--- src/hw/rtl/mres_pkg.sv ---
// Shared types for the mixed relative error sum unit.
// Holds the controller state encoding and the command/status structs.
// No dependencies.
package mres_pkg;

	typedef enum logic [3:0] {
		ST_IDLE,
		ST_SQ_RE,
		ST_SQ_IM,
		ST_SUM,
		ST_ROOT,
		ST_MAG,
		ST_DIV_INIT,
		ST_DIV,
		ST_ACC
	} mres_state_t;

	typedef struct packed {
		logic load;       // capture input beat
		logic mag_sel;    // 0: value pair, 1: reference pair
		logic sq_re;      // square real part
		logic sq_im;      // square imaginary part, keep real square
		logic sum;        // add squares, start root
		logic root_step;  // one root digit
		logic store_vmag; // park value magnitude
		logic div_init;   // build divisor and numerator
		logic div_step;   // one quotient bit
		logic acc;        // accumulate quotient, maybe emit result
	} mres_cmd_t;

	typedef struct packed {
		logic last;       // captured item closes the set
		logic out_busy;   // result register still holds an untaken beat
	} mres_status_t;

endpackage

--- src/hw/rtl/mres_coef_if.sv ---
// Coefficient input channel: valid/ready plus one coefficient pair.
// Depends on nothing.
interface mres_coef_if;
	logic               valid;
	logic               ready;
	logic signed [31:0] var_re;
	logic signed [31:0] var_im;
	logic signed [31:0] ref_re;
	logic signed [31:0] ref_im;
	logic               last;

	modport source (output valid, var_re, var_im, ref_re, ref_im, last, input ready);
	modport sink   (input valid, var_re, var_im, ref_re, ref_im, last, output ready);
endinterface

--- src/hw/rtl/mres_result_if.sv ---
// Result output channel: valid/ready plus the summed norm and flag.
// Depends on nothing.
interface mres_result_if;
	logic        valid;
	logic        ready;
	logic [47:0] norm_sum;
	logic        saturated;

	modport source (output valid, norm_sum, saturated, input ready);
	modport sink   (input valid, norm_sum, saturated, output ready);
endinterface

--- src/hw/rtl/mres_ctrl.sv ---
// Sequencing FSM for the mixed relative error sum unit.
// Depends on mres_pkg.
module mres_ctrl import mres_pkg::*; #(
	parameter int DIV_STEPS = 48
) (
	input  logic         clk,
	input  logic         arst_n,
	input  logic         in_valid,
	output logic         in_ready,
	input  mres_status_t status,
	output mres_cmd_t    cmd
);

	localparam int ROOT_STEPS = 32;
	localparam int MAXS = (DIV_STEPS > ROOT_STEPS) ? DIV_STEPS : ROOT_STEPS;
	localparam int CW = $clog2(MAXS);

	mres_state_t state_q, state_d;
	logic [CW-1:0] cnt_q, cnt_d;
	logic sel_q, sel_d;

	always_ff @(posedge clk or negedge arst_n) begin
		if (!arst_n) begin
			state_q <= ST_IDLE;
			cnt_q   <= '0;
			sel_q   <= 1'b0;
		end else begin
			state_q <= state_d;
			cnt_q   <= cnt_d;
			sel_q   <= sel_d;
		end
	end

	always_comb begin
		state_d  = state_q;
		cnt_d    = cnt_q;
		sel_d    = sel_q;
		cmd      = '0;
		cmd.mag_sel = sel_q;
		in_ready = 1'b0;
		case (state_q)
			ST_IDLE: begin
				in_ready = 1'b1;
				if (in_valid) begin
					cmd.load = 1'b1;
					sel_d    = 1'b0;
					state_d  = ST_SQ_RE;
				end
			end
			ST_SQ_RE: begin
				cmd.sq_re = 1'b1;
				state_d   = ST_SQ_IM;
			end
			ST_SQ_IM: begin
				cmd.sq_im = 1'b1;
				state_d   = ST_SUM;
			end
			ST_SUM: begin
				cmd.sum = 1'b1;
				cnt_d   = '0;
				state_d = ST_ROOT;
			end
			ST_ROOT: begin
				cmd.root_step = 1'b1;
				cnt_d = cnt_q + 1'b1;
				if (cnt_q == CW'(ROOT_STEPS - 1)) state_d = ST_MAG;
			end
			ST_MAG: begin
				if (!sel_q) begin
					cmd.store_vmag = 1'b1;
					sel_d   = 1'b1;
					state_d = ST_SQ_RE;
				end else begin
					state_d = ST_DIV_INIT;
				end
			end
			ST_DIV_INIT: begin
				cmd.div_init = 1'b1;
				cnt_d   = '0;
				state_d = ST_DIV;
			end
			ST_DIV: begin
				cmd.div_step = 1'b1;
				cnt_d = cnt_q + 1'b1;
				if (cnt_q == CW'(DIV_STEPS - 1)) state_d = ST_ACC;
			end
			ST_ACC: begin
				if (!(status.last && status.out_busy)) begin
					cmd.acc = 1'b1;
					state_d = ST_IDLE;
				end
			end
			default: state_d = ST_IDLE;
		endcase
	end

endmodule

--- src/hw/rtl/mres_dp.sv ---
// Datapath: shared squarer, bit-serial root, restoring divider, accumulator.
// Depends on mres_pkg; driven by mres_ctrl commands.
module mres_dp import mres_pkg::*; #(
	parameter int FRAC_BITS = 16,
	parameter int ACC_WIDTH = 48
) (
	input  logic               clk,
	input  logic               arst_n,
	input  mres_cmd_t          cmd,
	output mres_status_t       status,
	input  logic               cfg_we,
	input  logic [31:0]        cfg_wdata,
	input  logic signed [31:0] in_var_re,
	input  logic signed [31:0] in_var_im,
	input  logic signed [31:0] in_ref_re,
	input  logic signed [31:0] in_ref_im,
	input  logic               in_last,
	output logic               out_valid,
	input  logic               out_ready,
	output logic [47:0]        out_norm_sum,
	output logic               out_saturated
);

	localparam int NUMW = 32 + FRAC_BITS;
	localparam int CW   = (NUMW > ACC_WIDTH) ? NUMW : ACC_WIDTH;
	localparam logic [ACC_WIDTH-1:0] ACC_MAX = {ACC_WIDTH{1'b1}};

	logic [31:0] eta_q;
	logic signed [31:0] vre_q, vim_q, rre_q, rim_q;
	logic last_q;
	logic [63:0] prod_q, sumsq_q, x_q;
	logic [33:0] rrem_q;
	logic [31:0] root_q, vmag_q;
	logic [32:0] den_q, drem_q;
	logic [NUMW-1:0] num_q, quo_q;
	logic [ACC_WIDTH-1:0] acc_q;
	logic sat_q;
	logic [47:0] out_sum_q;
	logic out_sat_q, out_vld_q;

	// squarer operand
	logic signed [31:0] op_s;
	logic [31:0] op_abs;
	logic [63:0] sq;
	always_comb begin
		if (cmd.mag_sel) op_s = cmd.sq_im ? rim_q : rre_q;
		else             op_s = cmd.sq_im ? vim_q : vre_q;
		op_abs = op_s[31] ? (~op_s + 32'd1) : op_s;
		sq     = 64'(op_abs) * 64'(op_abs);
	end

	// one root digit
	logic [35:0] rrem_sh, rtrial;
	logic rfit;
	assign rrem_sh = {rrem_q, x_q[63:62]};
	assign rtrial  = {2'b00, root_q, 2'b01};
	assign rfit    = rrem_sh >= rtrial;

	// one quotient bit
	logic [33:0] drem_sh;
	logic dfit;
	logic [33:0] dsub;
	assign drem_sh = {drem_q, num_q[NUMW-1]};
	assign dfit    = drem_sh >= {1'b0, den_q};
	assign dsub    = drem_sh - {1'b0, den_q};

	// quotient clamp and accumulate
	logic [CW-1:0] quo_ext;
	logic quo_big, den_zero;
	logic [ACC_WIDTH-1:0] qv, acc_nx;
	logic [ACC_WIDTH:0] acc_sum;
	logic sat_nx;
	logic [ACC_WIDTH+47:0] acc_wide;
	always_comb begin
		quo_ext  = CW'(quo_q);
		den_zero = (den_q == '0);
		quo_big  = quo_ext > CW'(ACC_MAX);
		qv       = (den_zero || quo_big) ? ACC_MAX : quo_ext[ACC_WIDTH-1:0];
		acc_sum  = {1'b0, acc_q} + {1'b0, qv};
		acc_nx   = acc_sum[ACC_WIDTH] ? ACC_MAX : acc_sum[ACC_WIDTH-1:0];
		sat_nx   = sat_q | den_zero | quo_big | acc_sum[ACC_WIDTH];
		acc_wide = {48'd0, acc_nx};
	end

	always_ff @(posedge clk or negedge arst_n) begin
		if (!arst_n) begin
			eta_q     <= 32'd1;
			acc_q     <= '0;
			sat_q     <= 1'b0;
			out_vld_q <= 1'b0;
		end else begin
			if (cfg_we) eta_q <= cfg_wdata;
			// a new result may load in the cycle the old one is taken
			if (cmd.acc && last_q) out_vld_q <= 1'b1;
			else if (out_vld_q && out_ready) out_vld_q <= 1'b0;
			if (cmd.acc) begin
				if (last_q) begin
					acc_q <= '0;
					sat_q <= 1'b0;
				end else begin
					acc_q <= acc_nx;
					sat_q <= sat_nx;
				end
			end
		end
	end

	always_ff @(posedge clk) begin
		if (cmd.load) begin
			vre_q  <= in_var_re;
			vim_q  <= in_var_im;
			rre_q  <= in_ref_re;
			rim_q  <= in_ref_im;
			last_q <= in_last;
		end
		if (cmd.sq_re) prod_q <= sq;
		if (cmd.sq_im) begin
			sumsq_q <= prod_q;
			prod_q  <= sq;
		end
		if (cmd.sum) begin
			x_q    <= sumsq_q + prod_q;
			rrem_q <= '0;
			root_q <= '0;
		end
		if (cmd.root_step) begin
			x_q <= {x_q[61:0], 2'b00};
			if (rfit) begin
				rrem_q <= 34'(rrem_sh - rtrial);
				root_q <= {root_q[30:0], 1'b1};
			end else begin
				rrem_q <= rrem_sh[33:0];
				root_q <= {root_q[30:0], 1'b0};
			end
		end
		if (cmd.store_vmag) vmag_q <= root_q;
		if (cmd.div_init) begin
			den_q  <= {1'b0, root_q} + {1'b0, eta_q};
			num_q  <= {vmag_q, {FRAC_BITS{1'b0}}};
			drem_q <= '0;
			quo_q  <= '0;
		end
		if (cmd.div_step) begin
			num_q  <= {num_q[NUMW-2:0], 1'b0};
			drem_q <= dfit ? dsub[32:0] : drem_sh[32:0];
			quo_q  <= {quo_q[NUMW-2:0], dfit};
		end
		if (cmd.acc && last_q) begin
			out_sum_q <= acc_wide[47:0];
			out_sat_q <= sat_nx;
		end
	end

	assign status.last     = last_q;
	assign status.out_busy = out_vld_q && !out_ready;
	assign out_valid       = out_vld_q;
	assign out_norm_sum    = out_sum_q;
	assign out_saturated   = out_sat_q;

`ifndef SYNTHESIS
	a_emit: assert property (@(posedge clk) disable iff (!arst_n)
		cmd.acc && last_q |=> out_vld_q)
		else $error("result not raised after closing item");
	a_sticky: assert property (@(posedge clk) disable iff (!arst_n)
		cmd.acc && !last_q && sat_q |=> sat_q)
		else $error("saturation flag lost within a set");
	a_div_clr: assert property (@(posedge clk) disable iff (!arst_n)
		cmd.div_init |=> quo_q == '0)
		else $error("quotient not cleared at divide start");
	a_no_clobber: assert property (@(posedge clk) disable iff (!arst_n)
		cmd.acc && last_q |-> !(out_vld_q && !out_ready))
		else $error("pending result overwritten");
`endif

endmodule

--- src/hw/rtl/mixed_relative_error_sum_unit.sv ---
// Per item: accept; square real and imaginary parts, sum, root steps for the value pair,
// again for the reference pair; divide init, divide steps, accumulate. One item at a time.
// The rate is set by the bit-serial square root (run twice) and the restoring divider.
// Result beat is registered, so the next item is taken while a result waits.
// arst_n clears the sequencer, the sum, the flag and the result valid; eta resets to 1.
module mixed_relative_error_sum_unit import mres_pkg::*; #(
	parameter int FRAC_BITS = 16,
	parameter int ACC_WIDTH = 48
) (
	input  logic          clk,
	input  logic          arst_n,
	input  logic          cfg_we,
	input  logic [31:0]   cfg_wdata,
	mres_coef_if.sink     coef,
	mres_result_if.source result
);

	mres_cmd_t    cmd;
	mres_status_t status;

	// Sequencer: squares, roots and divide steps, one shared unit each.
	mres_ctrl #(
		.DIV_STEPS(32 + FRAC_BITS)
	) u_ctrl (
		.clk      (clk),
		.arst_n   (arst_n),
		.in_valid (coef.valid),
		.in_ready (coef.ready),
		.status   (status),
		.cmd      (cmd)
	);

	// Arithmetic and the sum / flag state, plus the result register.
	mres_dp #(
		.FRAC_BITS(FRAC_BITS),
		.ACC_WIDTH(ACC_WIDTH)
	) u_dp (
		.clk           (clk),
		.arst_n        (arst_n),
		.cmd           (cmd),
		.status        (status),
		.cfg_we        (cfg_we),
		.cfg_wdata     (cfg_wdata),
		.in_var_re     (coef.var_re),
		.in_var_im     (coef.var_im),
		.in_ref_re     (coef.ref_re),
		.in_ref_im     (coef.ref_im),
		.in_last       (coef.last),
		.out_valid     (result.valid),
		.out_ready     (result.ready),
		.out_norm_sum  (result.norm_sum),
		.out_saturated (result.saturated)
	);

endmodule

--- src/flat_wrapper.sv ---
// flat-port wrapper written by rule: the top's interface ports become plain ports
module mixed_relative_error_sum_unit_flat import mres_pkg::*;
#(
	parameter int FRAC_BITS = 16,
	parameter int ACC_WIDTH = 48
)
  (clk, arst_n, cfg_we, cfg_wdata, coef_valid, coef_var_re, coef_var_im, coef_ref_re, coef_ref_im, coef_last, coef_ready, result_valid, result_norm_sum, result_saturated, result_ready);
  mres_coef_if coef_i ();
  mres_result_if result_i ();
  input  logic clk;
  input  logic arst_n;
  input  logic cfg_we;
  input  logic [31:0] cfg_wdata;
  input wire logic [$bits(coef_i.valid)-1:0] coef_valid;
  input wire logic [$bits(coef_i.var_re)-1:0] coef_var_re;
  input wire logic [$bits(coef_i.var_im)-1:0] coef_var_im;
  input wire logic [$bits(coef_i.ref_re)-1:0] coef_ref_re;
  input wire logic [$bits(coef_i.ref_im)-1:0] coef_ref_im;
  input wire logic [$bits(coef_i.last)-1:0] coef_last;
  output wire logic [$bits(coef_i.ready)-1:0] coef_ready;
  output wire logic [$bits(result_i.valid)-1:0] result_valid;
  output wire logic [$bits(result_i.norm_sum)-1:0] result_norm_sum;
  output wire logic [$bits(result_i.saturated)-1:0] result_saturated;
  input wire logic [$bits(result_i.ready)-1:0] result_ready;
  assign coef_i.valid = coef_valid;
  assign coef_i.var_re = coef_var_re;
  assign coef_i.var_im = coef_var_im;
  assign coef_i.ref_re = coef_ref_re;
  assign coef_i.ref_im = coef_ref_im;
  assign coef_i.last = coef_last;
  assign coef_ready = coef_i.ready;
  assign result_valid = result_i.valid;
  assign result_norm_sum = result_i.norm_sum;
  assign result_saturated = result_i.saturated;
  assign result_i.ready = result_ready;
  mixed_relative_error_sum_unit #(.FRAC_BITS(FRAC_BITS), .ACC_WIDTH(ACC_WIDTH)) u_core (.clk(clk), .arst_n(arst_n), .cfg_we(cfg_we), .cfg_wdata(cfg_wdata), .coef(coef_i), .result(result_i));
endmodule
--- config.mk ---
export PLATFORM = sky130hd
export DESIGN_NAME = mixed_relative_error_sum_unit_flat
export DESIGN_NICKNAME = d
export VERILOG_FILES = /design/src/hw/rtl/mres_pkg.sv /design/src/hw/rtl/mres_coef_if.sv /design/src/hw/rtl/mres_result_if.sv /design/src/hw/rtl/mres_ctrl.sv /design/src/hw/rtl/mres_dp.sv /design/src/hw/rtl/mixed_relative_error_sum_unit.sv /design/src/flat_wrapper.sv
export SDC_FILE = /design/constraint.sdc
export NUM_CORES = 2
export LEC_CHECK = 0
export ABC_AREA = 1
export BUFFER_PORTS_ARGS = -buffer_cell sky130_fd_sc_hd__buf_2
export CAP_MARGIN = 10
export CELL_PAD_IN_SITES_DETAIL_PLACEMENT = 0
export CELL_PAD_IN_SITES_GLOBAL_PLACEMENT = 1
export CORE_MARGIN = 4
export CORE_UTILIZATION = 50
export DETAILED_ROUTE_END_ITERATION = 7
export PLACE_DENSITY_LB_ADDON = 0.1
export SETUP_SLACK_MARGIN = 0.15
export SYNTH_ARGS = -nofsm -noshare
export SYNTH_HDL_FRONTEND = slang
export SYNTH_HIERARCHICAL = 1
export SYNTH_SLANG_ARGS = --single-unit
--- constraint.sdc ---
create_clock -name clk -period 19.51 [get_ports clk]
set_input_delay 1.951 -clock clk [delete_from_list [all_inputs] [get_ports clk]]
set_output_delay 1.951 -clock clk [all_outputs]
set_load 0.005 [all_outputs]
# Word-level counts from Yosys, hierarchy flattened
# Cells that the tools add are included.
word_totals:
  regBits: 707
  inputBits: 166
  out_inout_bits: 51
  word_cells: 122
op_classes:
  add_sub_neg: 7
  multipliers: 1
  magnitude_cmp: 3
  eq_ne: 14
  n_mux: 49
  bitwise_logic: 4
  n_reduce_logical: 18
ops:
  columns: ["op", "n"]
  rows:
  - ["48-bit 2-to-1 mux", 7]
  - ["64-bit 2-to-1 mux", 4]
  - ["32-bit 2-to-1 mux", 6]
  - ["34-bit 2-to-1 mux", 3]
  - ["33-bit 2-to-1 mux", 3]
  - ["64-bit adder", 1]
  - ["32-bit by 32-bit multiplier with 64-bit output", 1]
  - ["48-bit by 48-bit adder with 49-bit output", 1]
  - ["48-bit greater-than comparator, second input constant", 1]
  - ["36-bit by 34-bit greater-or-equal comparator with 1-bit output", 1]
  - ["4-bit one-hot mux with 9 select lines", 1]
  - ["34-bit by 33-bit greater-or-equal comparator with 1-bit output", 1]
  - ["34-bit subtractor", 1]
  - ["32-bit by 32-bit adder with 33-bit output", 1]
  - ["33-bit zero test", 1]
  - ["33-bit subtractor", 1]
  - ["32-bit by 1-bit adder with 32-bit output, second input constant", 1]
  - ["32-bit inverter", 1]
  - ["1-bit 2-to-1 mux", 18]
  - ["4-bit by 3-bit equality test with 1-bit output, second input constant", 4]
  - ["4-bit 2-to-1 mux", 4]
  - ["6-bit one-hot mux with 2 select lines", 1]
  - ["2-bit nonzero test", 6]
  - ["4-bit by 2-bit equality test with 1-bit output, second input constant", 2]
  - ["16 further kinds", 25]

# Depth between registers and ports, before layout
logic_depth:
  word_depth: 10
  depth_mapped: 50
  depth_no_buf: 47

# Cells and area by module
# Netlist, hierarchy kept.
modules_own_cells:
  columns: ["mod", "n_inst", "cells_each", "area_each_um2", "seq_area_each_um2"]
  rows:
  - ["mres_dp", 1, 8452, 71095.7, 20410.8]
  - ["mres_ctrl", 1, 108, 725.7, 275.3]

# Least setup slack after synthesis
# No wires, ideal clock.
synth_timing:
  path_type: "register to register"
  startpoint: "reg u_core.u_ctrl.state_q[2]"
  endpoint: "reg u_core.u_dp.prod_q[49] (data pin)"
  setup_ps: 260
  t_arrival_ps: 13526
  t_required_ps: 19250
  slack_ps: 5724
  path_stages_with_launch: 44
  n_path_buf: 3
  synth_period_minus_slack_ps: 13786
  cell_sequence: "dfrtp_1 inv_1 nand2_1 nor3_1 inv_2 nand2_1 nand3_1 nand2_1 clkbuf_1 clkbuf_1 ha_1 nand3_2 nor2_1 nand2_2 o21ai_2 or2_1 nand2_2 inv_2 [... 8 more ...] inv_1 fa_1 fa_1 fa_1 inv_1 fa_1 inv_1 ha_1 nand2_1 nor2_1 inv_1 nor2_1 inv_1 nor2_1 nand3_1 or2_2 nand3_1 xor2_1"
synth_rtl:
  columns: ["item", "line_no", "text"]
  rows:
  - ["from (decl)", "mres_ctrl.sv:18", "mres_state_t state_q, state_d;"]
  - ["from (signal assigned)", "mres_ctrl.sv:28", "state_q <= state_d;"]
  - ["to (signal assigned)", "mres_dp.sv:116", "if (cmd.sq_re) prod_q <= sq;"]
  - ["to (signal assigned)", "mres_dp.sv:119", "prod_q <= sq;"]
  - ["to (decl)", "mres_dp.sv:31", "logic [63:0] prod_q, sumsq_q, x_q;"]

==> impl_metrics.json <==
{
  "status": "complete, no violations",
  "rrSetupSlack_ns": 8.31,
  "finClkSkew_ns": 0.0544,
  "vias": 57005,
  "hold_viol_final": 0,
  "fp.dieH_um": 387,
  "core-area_mm2": 0.142,
  "cp_max_fo": 61,
  "rsz0062_at_grt": "no",
  "portBuffers": 216,
  "tightestPinTransition_ns": 1.05,
  "cts_buffers": 83,
  "grt-ovfl-total": 0,
  "ys_seq_area_share_pct": 28.8,
  "hold_end": "u_core/u_dp/sumsq_q[8]",
  "post_drt_wl_per_cell_um": 20.9,
  "arrival_ns": 11.61,
  "reg2reg_to": "u_core/u_dp/prod_q[63]",
  "first_global_vias": 60165,
  "postCtsResizedCells": 0,
  "fin_ws_ns": 8.31,
  "antenna_found_initial": 2,
  "cts.sinks": 705,
  "setup_violations": 0,
  "slew-limit-headroom_pct": 30.0,
  "power.total_uw": 3670,
  "die_area_mm2": 0.150,
  "path_delay_family": "adder cells",
  "htreeDepth": 3,
  "grt_max_degree": 84,
  "fin_crit_ns": 11.20,
  "post-route-period-util_pct": 57.4,
  "hold_path.class": "reg2reg",
  "drtIter0Drc": 3933,
  "core.rowCount": 138,
  "post_cts_buffers": 0,
  "post-synth-top-area-fraction_pct": 25.5,
  "cts_hold_buf": 0,
  "first_pass_iters": 6,
  "rr_worst_depth": 39,
  "synth_area_leaders": "edfxtp_1 26%, fa_1 22%, nand2_1 9.8%",
  "final_cell_area_mm2": 0.0774,
  "ioPinCount": 217,
  "path_depth": 39,
  "cp.required_ns": 19.92,
  "nets": 10212,
  "reg2reg_from": "u_core/u_ctrl/state_q[2]",
  "hold_path_depth": 0,
  "netlist_area_mm2": 0.0718,
  "fmax_ghz": 0.0893,
  "place_area_mm2": 0.0748,
  "synth.ff_latch_count": 705,
  "tns_ns": 0,
  "end_kind": "flip-flop",
  "cts_tree": "yes",
  "synth_edf_count": 610,
  "hpwl_um": 182000,
  "finalMaxSlewViolations": 0,
  "drv_cap": 0,
  "wirelength_um": 224000,
  "critical_path_buf_inv_count": 11,
  "routed_via_density": 5.32,
  "crit_type": "reg2reg",
  "clk_latency_ns": 0.69,
  "clockBufferDepth": 3,
  "hold_start": "u_core/u_dp/prod_q[8]",
  "ant_nets": 0,
  "postSynthAreaPerCell_um2": 8.39,
  "die_w_um": 387,
  "initial_core_util_pct": 50.5,
  "synth_cells": 8560,
  "drive_gt1_share_pct": 7.55,
  "start_kind": "flip-flop",
  "grt_pass1_wl_um": 349000,
  "clk_pin_slew_worst_paths_ns": 0.06,
  "diodes": 0,
  "grt_usage_pct": 30.0,
  "drc_errors": 0,
  "routabilityCongestion": 0.950,
  "p_leak_uw": 0.0379,
  "cp_slowest_cell": "and2_2",
  "yosysWarnings": 6,
  "syn_to_final_growth_pct": 7.83,
  "vdd_drop_max_mv": 0.0746,
  "synthArstFlopShare_pct": 13.2,
  "synth_top_cell_by_area": "edfxtp_1",
  "cts-root-buf": "clkbuf_16",
  "synth_cell_type_count": 62,
  "place_ws_ns": 8.39,
  "ys.flop_type": "edfxtp_1",
  "cpPeakStageDelay_ns": 0.70,
  "nFillCells": 13573,
  "power_density_mw_per_mm2": 47.4
}
## cell families (layout without fill, tap and decap cells)
group / after synthesis / count (layout) / synth area share, %
xor+xnor: 162 / 162 / 2.00
mux: 31 / 31 / 0.486
other cells: 2 / 24 / 0.0105
simple gates: 3486 / 3486 / 20.1
flops: 705 / 705 / 28.8
compound gates: 908 / 908 / 6.95
fa+ha+maj: 1292 / 1292 / 30.9
buf+inv: 1974 / 2209 / 10.7
## cells in the mapped netlist (all sizes together) (8+ instances only)
library cell,number
nand2,1902
inv,1793
nor2,1017
fa,805
edfxtp,610
ha,487
a21oi,389
nand3,376
o21ai,344
xor2,112
buf,105
dfrtp,92
clkbuf,73
nand4,71
o21bai,56
nor3,53
xnor2,50
a21o,43
mux2,31
a31oi,25
nand3b,19
nor4,18
or2,16
a21boi,15
o21a,13
o211ai,8
## report_power, final
group | switching (uW) | total [uW] | leakage (uW) | internal (uW)
registers | 5.72 | 1660 | 0.00706 | 1650
clock network | 646 | 1500 | 0.00126 | 851
logic | 334 | 517 | 0.0295 | 183
total | 986 | 3670 | 0.0379 | 2680
## registers in the layout, summed over array words and instances (netlist names), 6 cells and up
register / cells
u_core/u_dp/rre_q: 32
u_core/u_dp/prod_q: 63
u_core/u_dp/quo_ext: 48
u_core/u_dp/vre_q: 32
u_core/u_dp/acc_q: 48
u_core/u_dp/rim_q: 32
u_core/u_dp/vmag_q: 32
u_core/u_dp/eta_q: 32
u_core/u_dp/rrem_q: 34
u_core/u_dp/x_q: 64
u_core/u_dp/num_q: 32
u_core/u_dp/drem_q: 33
u_core/u_dp/root_q: 32
u_core/u_dp/vim_q: 32
u_core/u_dp/sumsq_q: 63
u_core/u_dp/out_norm_sum: 48
u_core/u_ctrl/cnt_q: 6
u_core/u_dp/den_q: 33
## worst reg2reg max path, delay by kind of cell, from the launching register on
kind / cells / cell delay, ns
adder cells (fa/ha/maj): 9 / 4.12
flip-flops: 1 / 0.43
XOR/XNOR: 1 / 0.33
AO/OA/AOI/OAI: 2 / 0.35
buffers and inverters: 11 / 2.46
AND/OR/NAND/NOR: 16 / 3.26
## layer usage
metal | wire [um] | global-route usage, % | vias to the layer above
met4 | 11600 | 12.9 | 4
met5 | 21 | 0 | -
li1 | - | - | 27056
met3 | 10600 | 2.98 | 447
met2 | 110000 | 52.8 | 1610
met1 | 91900 | 37.8 | 27888
## area by class of cell
cell class / count / area [um^2] / area share, %
sequential: 705 / 20700 / 26.7
multi-input combinational: 5903 / 43600 / 56.3
clock inverter: 42 / 382 / 0.493
tap: 1890 / 2360 / 3.05
timing repair buffer: 265 / 1460 / 1.88
inverter: 1796 / 6740 / 8.71
clock buffer: 106 / 2220 / 2.87
## per-stage QoR
step | hold WS [ns] | cells | utilization (%)
6_report | 0.427 | 10707 | 54.5
5_1_grt | 0.443 | 10707 | 54.5
4_1_cts | 0.427 | 10706 | 54.5
3_5_place_dp | 0.447 | 10558 | 52.7
3_3_place_gp | 0.448 | 10558 | 52.7
2_1_floorplan | 0.433 | 8582 | -
## cells in the final DEF (no fill, tap or decap), types with 12 or more instances in the layout
cell       count
a21boi_0      14
a21o_1        43
a21oi_1      389
a31oi_1       24
buf_2        215
buf_4         49
clkbuf_1      18
clkbuf_16     84
clkinv_1      14
clkinv_2      16
conb_1        24
dfrtp_1       92
edfxtp_1     610
fa_1         805
ha_1         487
inv_1       1696
inv_2         96
mux2_2        31
nand2_1     1872
nand2_2       24
nand3_1      370
nand3b_1      19
nand4_1       71
nor2_1       928
nor2_2        60
nor2_4        29
nor3_1        51
nor4_1        18
o21a_1        13
o21ai_0      332
o21bai_1      56
or2_2         12
xnor2_1       48
xor2_1       111
## how the worst max path moves through the flow
stage / start / to / slack [ns]
2_1_floorplan: u_core/u_ctrl/state_q[2] / u_core/u_dp/prod_q[49] / 5.72
5_1_grt: u_core/u_ctrl/state_q[2] / u_core/u_dp/prod_q[63] / 7.67
3_3_place_gp: u_core/u_ctrl/state_q[2] / u_core/u_dp/prod_q[62] / 8.44
4_1_cts: u_core/u_ctrl/state_q[2] / u_core/u_dp/prod_q[63] / 8.32
3_5_place_dp: u_core/u_ctrl/state_q[2] / u_core/u_dp/prod_q[63] / 8.39
6_report: u_core/u_ctrl/state_q[2] / u_core/u_dp/prod_q[63] / 8.31
Note: power is estimated with default switching activity, not from simulation.
